## src/three_term_recurrence_checksum_core_assert.svh

```systemverilog
// assertion macros shared by the checksum core
`ifndef THREE_TERM_RECURRENCE_CHECKSUM_CORE_ASSERT_SVH
`define THREE_TERM_RECURRENCE_CHECKSUM_CORE_ASSERT_SVH

`ifndef SYNTHESIS
// checked outside reset
`define TTRC_ASSERT(label, prop, msg) \
  label: assert property (@(posedge clk) disable iff (rst) prop) else $error(msg);
// checked at every edge, reset included
`define TTRC_ASSERT_ALWAYS(label, prop, msg) \
  label: assert property (@(posedge clk) prop) else $error(msg);
`else
`define TTRC_ASSERT(label, prop, msg)
`define TTRC_ASSERT_ALWAYS(label, prop, msg)
`endif

`endif

```

## src/ttrc_pkg.sv

```systemverilog
package ttrc_pkg;

  // recurrence constants
  localparam logic [15:0] TERM_RESET   = 16'd1;
  localparam logic [15:0] FIRST_OFFSET = 16'd7;
  localparam logic [7:0]  ALPHA_STEP   = 8'd17;
  localparam logic [7:0]  BETA_STEP    = 8'd31;
  localparam logic [16:0] MODULUS      = 17'd65535;

  // recurrence state: two terms and the index of the next byte
  typedef struct packed {
    logic [15:0] older_term;
    logic [15:0] newer_term;
    logic [7:0]  byte_index;
  } ttrc_state_t;

  // reduce a 25-bit value modulo 2^16-1 by folding the high part onto the low part
  function automatic logic [15:0] ttrc_fold(input logic [24:0] value);
    logic [16:0] folded;
    logic [16:0] reduced;
    folded = {1'b0, value[15:0]} + {8'b0, value[24:16]};
    if (folded >= MODULUS) begin
      reduced = folded - MODULUS;
    end else begin
      reduced = folded;
    end
    return reduced[15:0];
  endfunction

endpackage

```

## src/ttrc_in_if.sv

```systemverilog
interface ttrc_in_if;
  logic       valid;
  logic       ready;
  logic [7:0] data_byte;
  logic       first_byte;
  logic       last_byte;

  modport source (output valid, output data_byte, output first_byte, output last_byte,
                  input ready);
  modport sink (input valid, input data_byte, input first_byte, input last_byte,
                output ready);
endinterface

```

## src/ttrc_out_if.sv

```systemverilog
interface ttrc_out_if;
  logic        valid;
  logic        ready;
  logic [15:0] checksum;

  modport source (output valid, output checksum, input ready);
  modport sink (input valid, input checksum, output ready);
endinterface

```

## src/ttrc_step.sv

```systemverilog
module ttrc_step (
  input  logic [7:0]           data_byte,
  input  logic                 first_byte,
  input  ttrc_pkg::ttrc_state_t cur,
  output ttrc_pkg::ttrc_state_t nxt
);

  logic [7:0]  alpha;
  logic [7:0]  beta;
  logic [8:0]  coef_a;
  logic [24:0] prod_a;
  logic [24:0] prod_b;
  logic        negative;
  logic [24:0] magnitude;
  logic [15:0] residue;
  logic [15:0] term;

  // index dependent coefficients alpha and beta, kept modulo 256
  assign alpha  = cur.byte_index * ttrc_pkg::ALPHA_STEP;
  assign beta   = cur.byte_index * ttrc_pkg::BETA_STEP;
  assign coef_a = {1'b0, data_byte} + {1'b0, alpha};

  // the two products
  assign prod_a = {16'b0, coef_a} * {9'b0, cur.newer_term};
  assign prod_b = {17'b0, beta} * {9'b0, cur.older_term};

  // a negative difference d wraps to 2^64 + d, which is 1 + d modulo 65535
  assign negative  = prod_a < prod_b;
  assign magnitude = negative ? (prod_b - prod_a - 25'd1) : (prod_a - prod_b);
  assign residue   = ttrc_pkg::ttrc_fold(magnitude);

  always_comb begin
    if (!negative) begin
      term = residue;
    end else if (residue == 16'd0) begin
      term = 16'd0;
    end else begin
      term = ttrc_pkg::MODULUS[15:0] - residue;
    end
  end

  // restart on a first byte, otherwise shift the terms
  always_comb begin
    if (first_byte) begin
      nxt.older_term = ttrc_pkg::TERM_RESET;
      nxt.newer_term = {8'b0, data_byte} + ttrc_pkg::FIRST_OFFSET;
      nxt.byte_index = 8'd1;
    end else begin
      nxt.older_term = cur.newer_term;
      nxt.newer_term = term;
      nxt.byte_index = cur.byte_index + 8'd1;
    end
  end

endmodule

```

## src/three_term_recurrence_checksum_core.sv

```systemverilog
// a checksum is written to the output register when its last byte advances out of the input register
// throughput: one byte per cycle (a last byte waits for a free output register), set by the term update
//   (two 16-bit multiplies and a modulo 65535 fold feeding the term registers)
// the output register lets input continue while a checksum waits to be taken
// reset (rst, synchronous): clears both valid flags, terms become 1 and 1, index 0
`include "three_term_recurrence_checksum_core_assert.svh"

module three_term_recurrence_checksum_core (
  input  logic        clk,
  input  logic        rst,
  ttrc_in_if.sink     msg,
  ttrc_out_if.source  sum
);

  logic                  s1_valid;
  logic [7:0]            s1_byte;
  logic                  s1_first;
  logic                  s1_last;
  logic                  s1_advance;
  logic                  out_free;
  logic                  out_valid;
  logic [15:0]           out_checksum;
  ttrc_pkg::ttrc_state_t state;
  ttrc_pkg::ttrc_state_t state_next;

  // handshake control
  assign out_free   = !out_valid || sum.ready;
  assign s1_advance = s1_valid && (!s1_last || out_free);
  assign msg.ready  = !s1_valid || s1_advance;

  // input register
  always_ff @(posedge clk) begin
    if (rst) begin
      s1_valid <= 1'b0;
    end else if (msg.ready) begin
      s1_valid <= msg.valid;
    end
  end

  always_ff @(posedge clk) begin
    if (msg.valid && msg.ready) begin
      s1_byte  <= msg.data_byte;
      s1_first <= msg.first_byte;
      s1_last  <= msg.last_byte;
    end
  end

  // term update
  ttrc_step u_step (
    .data_byte  (s1_byte),
    .first_byte (s1_first),
    .cur        (state),
    .nxt        (state_next)
  );

  always_ff @(posedge clk) begin
    if (rst) begin
      state.older_term <= ttrc_pkg::TERM_RESET;
      state.newer_term <= ttrc_pkg::TERM_RESET;
      state.byte_index <= 8'd0;
    end else if (s1_advance) begin
      state <= state_next;
    end
  end

  // result register
  always_ff @(posedge clk) begin
    if (rst) begin
      out_valid <= 1'b0;
    end else if (s1_advance && s1_last) begin
      out_valid <= 1'b1;
    end else if (sum.ready) begin
      out_valid <= 1'b0;
    end
  end

  always_ff @(posedge clk) begin
    if (s1_advance && s1_last) begin
      out_checksum <= state_next.newer_term;
    end
  end

  assign sum.valid    = out_valid;
  assign sum.checksum = out_checksum;

  // checks
  `TTRC_ASSERT(a_last_gives_result, (s1_advance && s1_last) |=> out_valid, "last byte without checksum")
  `TTRC_ASSERT(a_no_overwrite, (out_valid && !sum.ready && s1_last) |-> !s1_advance, "checksum overwritten while stalled")
  `TTRC_ASSERT(a_first_restarts, (s1_advance && s1_first) |=> (state.byte_index == 8'd1 && state.older_term == ttrc_pkg::TERM_RESET), "first byte did not restart")
  `TTRC_ASSERT_ALWAYS(a_term_range, rst || (state.newer_term != 16'hFFFF), "term outside modulus range")
  `TTRC_ASSERT(a_checksum_range, out_valid |-> (out_checksum != 16'hFFFF), "checksum outside modulus range")

endmodule
```

## src/flat_wrapper.sv

```systemverilog
// flat-port wrapper written by rule: the top's interface ports become plain ports
module three_term_recurrence_checksum_core_flat 
  (clk, rst, msg_valid, msg_data_byte, msg_first_byte, msg_last_byte, msg_ready, sum_valid, sum_checksum, sum_ready);
  ttrc_in_if msg_i ();
  ttrc_out_if sum_i ();
  input  logic clk;
  input  logic rst;
  input wire logic [$bits(msg_i.valid)-1:0] msg_valid;
  input wire logic [$bits(msg_i.data_byte)-1:0] msg_data_byte;
  input wire logic [$bits(msg_i.first_byte)-1:0] msg_first_byte;
  input wire logic [$bits(msg_i.last_byte)-1:0] msg_last_byte;
  output wire logic [$bits(msg_i.ready)-1:0] msg_ready;
  output wire logic [$bits(sum_i.valid)-1:0] sum_valid;
  output wire logic [$bits(sum_i.checksum)-1:0] sum_checksum;
  input wire logic [$bits(sum_i.ready)-1:0] sum_ready;
  assign msg_i.valid = msg_valid;
  assign msg_i.data_byte = msg_data_byte;
  assign msg_i.first_byte = msg_first_byte;
  assign msg_i.last_byte = msg_last_byte;
  assign msg_ready = msg_i.ready;
  assign sum_valid = sum_i.valid;
  assign sum_checksum = sum_i.checksum;
  assign sum_i.ready = sum_ready;
  three_term_recurrence_checksum_core u_core (.clk(clk), .rst(rst), .msg(msg_i), .sum(sum_i));
endmodule
```

## config.mk

```make
export PLATFORM = sky130hd
export DESIGN_NAME = three_term_recurrence_checksum_core_flat
export DESIGN_NICKNAME = d
export VERILOG_FILES = /design/src/ttrc_pkg.sv /design/src/ttrc_in_if.sv /design/src/ttrc_out_if.sv /design/src/ttrc_step.sv /design/src/three_term_recurrence_checksum_core.sv /design/src/flat_wrapper.sv
export VERILOG_INCLUDE_DIRS = /design/src /design/src/src
export SDC_FILE = /design/constraint.sdc
export NUM_CORES = 1
export LEC_CHECK = 0
export ABC_AREA = 1
export BUFFER_PORTS_ARGS = -buffer_cell sky130_fd_sc_hd__buf_2
export CAP_MARGIN = 5
export CORE_AREA = 2 2 269 205
export DETAILED_ROUTE_END_ITERATION = 10
export DIE_AREA = 0 0 271 207
export GPL_TIMING_DRIVEN = 1
export PLACE_DENSITY = 0.56
export REMOVE_ABC_BUFFERS = 1
export SYNTH_ARGS = -nofsm -noshare
export SYNTH_HDL_FRONTEND = slang
export SYNTH_SLANG_ARGS = --single-unit
export TNS_END_PERCENT = 20
```

## constraint.sdc

```tcl
create_clock -name clk -period 17.3 [get_ports clk]
set_input_delay 1.73 -clock clk [delete_from_list [all_inputs] [get_ports clk]]
set_output_delay 1.73 -clock clk [all_outputs]
set_load 0.02 [all_outputs]
```

==> Yosys cells after proc, flatten, opt, wreduce, memory -nomap -nowiden <==
Cells that the tools add are included.
{ "totals": {"reg_bits": 68, "word_cells": 42, "output_inout_bits": 18} }
{ "classes": {"n_lt_le_gt_ge": 2, "reduce_logical": 11, "n_mux": 7, "n_addsub": 9, "n_mul": 4} }
{ "op_table": {"columns": ["operator", "count"], "rows": [
  ["16-bit 2-to-1 mux", 3],
  ["40-bit 2-to-1 mux", 1],
  ["25-bit by 24-bit < comparator with 1-bit output", 1],
  ["9-bit by 16-bit multiplier with 25-bit output", 1],
  ["25-bit 2-to-1 mux", 1],
  ["24-bit by 25-bit subtractor with 25-bit output", 1],
  ["25-bit by 1-bit subtractor with 25-bit output (second input constant)", 1],
  ["25-bit by 24-bit subtractor with 25-bit output", 1],
  ["8-bit by 16-bit multiplier with 24-bit output", 1],
  ["16-bit by 9-bit adder with 17-bit output", 1],
  ["17-bit by 16-bit greater-or-equal comparator with 1-bit output (second input constant)", 1],
  ["16-bit logical NOT", 1],
  ["8-bit by 5-bit multiplier with 8-bit output (second input constant)", 2],
  ["16-bit subtractor (first input constant)", 1],
  ["16-bit subtractor (second input constant)", 1],
  ["8-bit by 3-bit adder with 9-bit output (second input constant)", 1],
  ["8-bit by 8-bit adder with 9-bit output", 1],
  ["8-bit by 1-bit adder with 8-bit output (second input constant)", 1],
  ["1-bit logical AND", 3],
  ["1-bit logical NOT", 3],
  ["1-bit logical OR", 3],
  ["1-bit 2-to-1 mux", 2],
  ["2-bit nonzero test", 1]
]} }

==> Longest topological paths before layout <==
{ "logic_depth": {"ltp_word": 13, "depth_mapped": 88, "mapped_depth_nobuf": 83} }

==> Modules after synthesis <==
Synthesis repeated with hierarchy kept, for this count alone.
{ "hier_totals": {"cells_unflattened": 2329, "area_unflattened_um2": 16290.6} }
{ "by_module_without_submodules": {"columns": ["mod", "seq_area_each_um2", "cells_per_inst", "area_each_um2", "instances"], "rows": [
  ["ttrc_step", 0.0, 2029, 13660.6, 1],
  ["three_term_recurrence_checksum_core", 1621.6, 300, 2630.0, 1]
]} }

==> Least setup slack after synthesis <==
OpenSTA, ideal clock, no wires.
{ "synth_path": {"kind": "flip-flop to flip-flop", "startpoint": "reg u_core.state[1] (netlist bit)", "endpoint": "reg u_core.out_checksum[4] (netlist: u_core.sum.checksum[4]) (data pin)", "synth_period_minus_slack_ps": 13182, "t_required_ps": 17041, "setup_time_ps": 259, "slack_ps": 4118, "t_arrival_ps": 12923, "stages_incl_launch_ff": 80, "cell_sequence": "dfxtp_1 -> inv_1 -> fa_1 -> inv_1 -> fa_1 -> inv_1 -> fa_1 -> inv_1 -> ha_1 -> inv_1 -> or2_2 -> nand2_1 -> a21oi_1 -> or2_2 -> nand2_1 -> clkbuf_1 -> nor2_1 -> fa_1 -> [... 44 more ...] -> inv_1 -> nand2_1 -> nor2_2 -> nand2_1 -> xnor2_2 -> nor2_2 -> nand2_4 -> nand2_4 -> buf_8 -> a21oi_1 -> nor2_1 -> nand2_1 -> nor2_4 -> nand2_4 -> nand2_8 -> nand2_1 -> nand2_1 -> nand2_1"} }
{ "synth_lines": {"columns": ["element", "line", "source"], "rows": [
  ["start, declared", "three_term_recurrence_checksum_core.sv:23", "ttrc_pkg::ttrc_state_t state;"],
  ["start signal, assigned", "three_term_recurrence_checksum_core.sv:62", "state <= state_next;"],
  ["end signal, assigned", "three_term_recurrence_checksum_core.sv:79", "out_checksum <= state_next.newer_term;"],
  ["end, declared", "three_term_recurrence_checksum_core.sv:22", "logic [15:0] out_checksum;"]
]} }

==> metrics.md <==
| Metric | Value |
|---|---|
| Initial antenna violation count | `0` |
| Remaining antenna violation count | `0` |
| Starting Density | `29.6%` |
| Sequential fraction of the synthesis area | `10.2%` |
| Max Cap Violations | `0` |
| CP required | `17.40 ns` |
| Final Max Slew Viols | `0` |
| Setup_tns | `0 ns` |
| Htree depth | `3` |
| Crit path max-delay cell type | `dfxtp_1` |
| Worst stage delay on the critical path | `1.02 ns` |
| YS warnings | `0` |
| DP Wirelength | `40.7 mm` |
| Vias per std cell | `4.72` |
| Top FF cell, synth | `dfxtp_1` |
| Hold Path Class | `register to register` |
| Core outline area | `53,600 um2` |
| Antenna cells | `0` |
| CTS Buffer Depth | `2` |
| Grt total ovfl | `0` |
| Final Skew | `0.00812 ns` |
| Buffers on Ports | `31` |
| DR iter-0 viols | `1,141` |
| Clock latency on the worst-skew pair | `0.36 ns` |
| Inserted Clock Buffers | `9` |
| GRT Util Overall | `17.5%` |
| Least-Margin Pin Slew | `1.06 ns` |
| F_max | `63.6 MHz` |
| Final WL | `47.6 mm` |
| Final min period | `15.72 ns` |
| Crit path kind | `register to register` |
| RSZ-0062 raised after global routing | `false` |
| Number of synthesized flops with an enable pin | `26` |
| Pin count of the biggest net entering global routing | `52` |
| Net count reported at finish | `2,580` |
| First-pass GRT wire length | `77.8 mm` |
| GPL Wtd Cong | `0.950` |
| Syn Area/Cell | `7.18 um2` |
| Vias in the first global route | `13,847` |
| CTS resizes | `0` |
| FP Rows | `74` |
| Fin area | `17,000 um2` |
| Die area | `56,100 um2` |
| CP Max Fanout | `51` |
| Num Clock Sinks | `68` |
| Final Hold Viols | `0` |
| Synth Register Bits | `68` |
| Fraction of registers with async set/reset | `0%` |
| CP Launch Type | `register` |
| Layout cells sized above 1 | `5.37%` |
| Placed cell areas | `16,700 um2` |
| Cell count after synthesis | `2,207` |
| Max_slew headroom | `29.5%` |
| Cts hold-fix bufs | `0` |
| Drt drc | `0` |
| First-pass DRT Iterations | `5` |
| Post-CTS Setup Bufs | `0` |
| Drt wl/cell | `16.3 um` |
| Setup Viol. Count Final | `0` |
| CTS Root Cell | `clkbuf_16` |
| Die width | `271 um` |
| Worst setup EP type | `register` |
| CTS tree | `done` |
| Clock-pin slew on the worst setup and hold paths | `0.07 ns` |
| Netlist cell types | `57` |
| # IOs | `32` |
| CP Data Arrival Time | `15.83 ns` |
| Period utilization | `90.9%` |
| Vias | `13,789` |
| Status | `finished, final reports clean` |
| Mapped cell area | `15,800 um2` |
| Crit-path most repeated cell | `nand2_1` |
| P&R area growth vs syn | `7.23%` |
| Die Y | `207 um` |
state kept, by name (all words and copies together) (netlist names):
signal and count:
u_core.s1_valid 1, u_core.sum.checksum 16, u_core.sum.valid 1, u_core.s1_byte 8, u_core.s1_last 1, u_core.state 40
u_core.s1_first 1
path summary, 6_finish.rpt:
check,start,endpoint,slack (ns),depth (start not counted)
setup reg to reg,u_core.state[0],u_core.sum.checksum[4],1.58,76
hold / removal,u_core.s1_valid,u_core.s1_valid,0.55,2
hold reg to reg,u_core.s1_valid,u_core.s1_valid,0.55,2
setup / recovery,u_core.state[0],u_core.sum.checksum[4],1.58,76
synthesized netlist by cell type (17+ instances only):
cell type / count / share of area (%)
inv_1: 533 / 13
nand2_1: 413 / 9.8
nor2_1: 200 / 4.7
fa_1: 198 / 25
ha_1: 174 / 14
a21oi_1: 149 / 4.7
o21ai_0: 84 / 2.7
xor2_1: 70 / 3.9
nand3_1: 60 / 1.9
clkbuf_1: 49 / 1.2
dfxtp_1: 42 / 5.3
edfxtp_1: 26 / 4.9
xnor2_1: 22 / 1.2
a211oi_1: 17 / 0.81
metrics by stage:
step / std cells / hold WS (ns) / utilization [%] / setup WS (ns)
detailed placement: 2905 / 0.539 / 31.1 / 1.60
finish: 2921 / 0.547 / 31.7 / 1.58
global placement: 2905 / 0.526 / 31.1 / 1.95
floorplan: 2147 / 0.518 / - / 4.11
CTS: 2921 / 0.548 / 31.7 / 1.56
global route: 2921 / 0.582 / 31.7 / 0.0595
cell usage in the layout, fill, tap and decap left out, types with 42 or more instances in the layout:
cell	Yosys	final
nand2_1	413	413
ha_1	174	174
xor2_1	70	70
inv_1	533	533
nor2_1	200	200
fa_1	198	198
a21oi_1	149	149
nand3_1	60	60
o21ai_0	84	84
dfxtp_1	42	42
cells by family after synthesis:
group	count (synthesis)	synth area share, %
AO/OA/AOI/OAI	310	10.9
XOR/XNOR	94	5.36
buffers and inverters	605	14.5
flip-flops	68	10.2
AND/OR/NAND/NOR	756	20.1
adder cells (fa/ha/maj)	372	38.7
multiplexers	2	0.126
worst max-delay path: cells and delay by family, from the launching register on:
family          cells  cell delay, ns
simple gates       31            4.02
flops               1            1.02
xor+xnor            3            0.88
buf+inv            10            0.76
fa+ha+maj          12            5.17
compound gates     20            3.57
routing by layer:
metal  global-route usage [%]  up-vias  share of wire [%]
li1                         -     6679                  -
met1                     27.4     6680                 51
met2                     25.2      405                 41
met3                     3.20       25                7.2
met4                     2.40        0               0.76
met5                        0        -                  0
area by class of cell:
| class | count | area [um2] |
|---|---|---|
| Sequential cell | 68 | 1620 |
| Tap cell | 722 | 903 |
| Inverter | 545 | 2050 |
| Clock inverter | 7 | 83.8 |
| Fill cell | 5826 | 36600 |
| Clock buffer | 9 | 225 |
| Timing Repair Buffer | 36 | 193 |
| Multi-Input combinational cell | 1534 | 11900 |
Power is not shown: default switching activity piles up to over one toggle a cycle in this logic, so the estimate is an artifact.
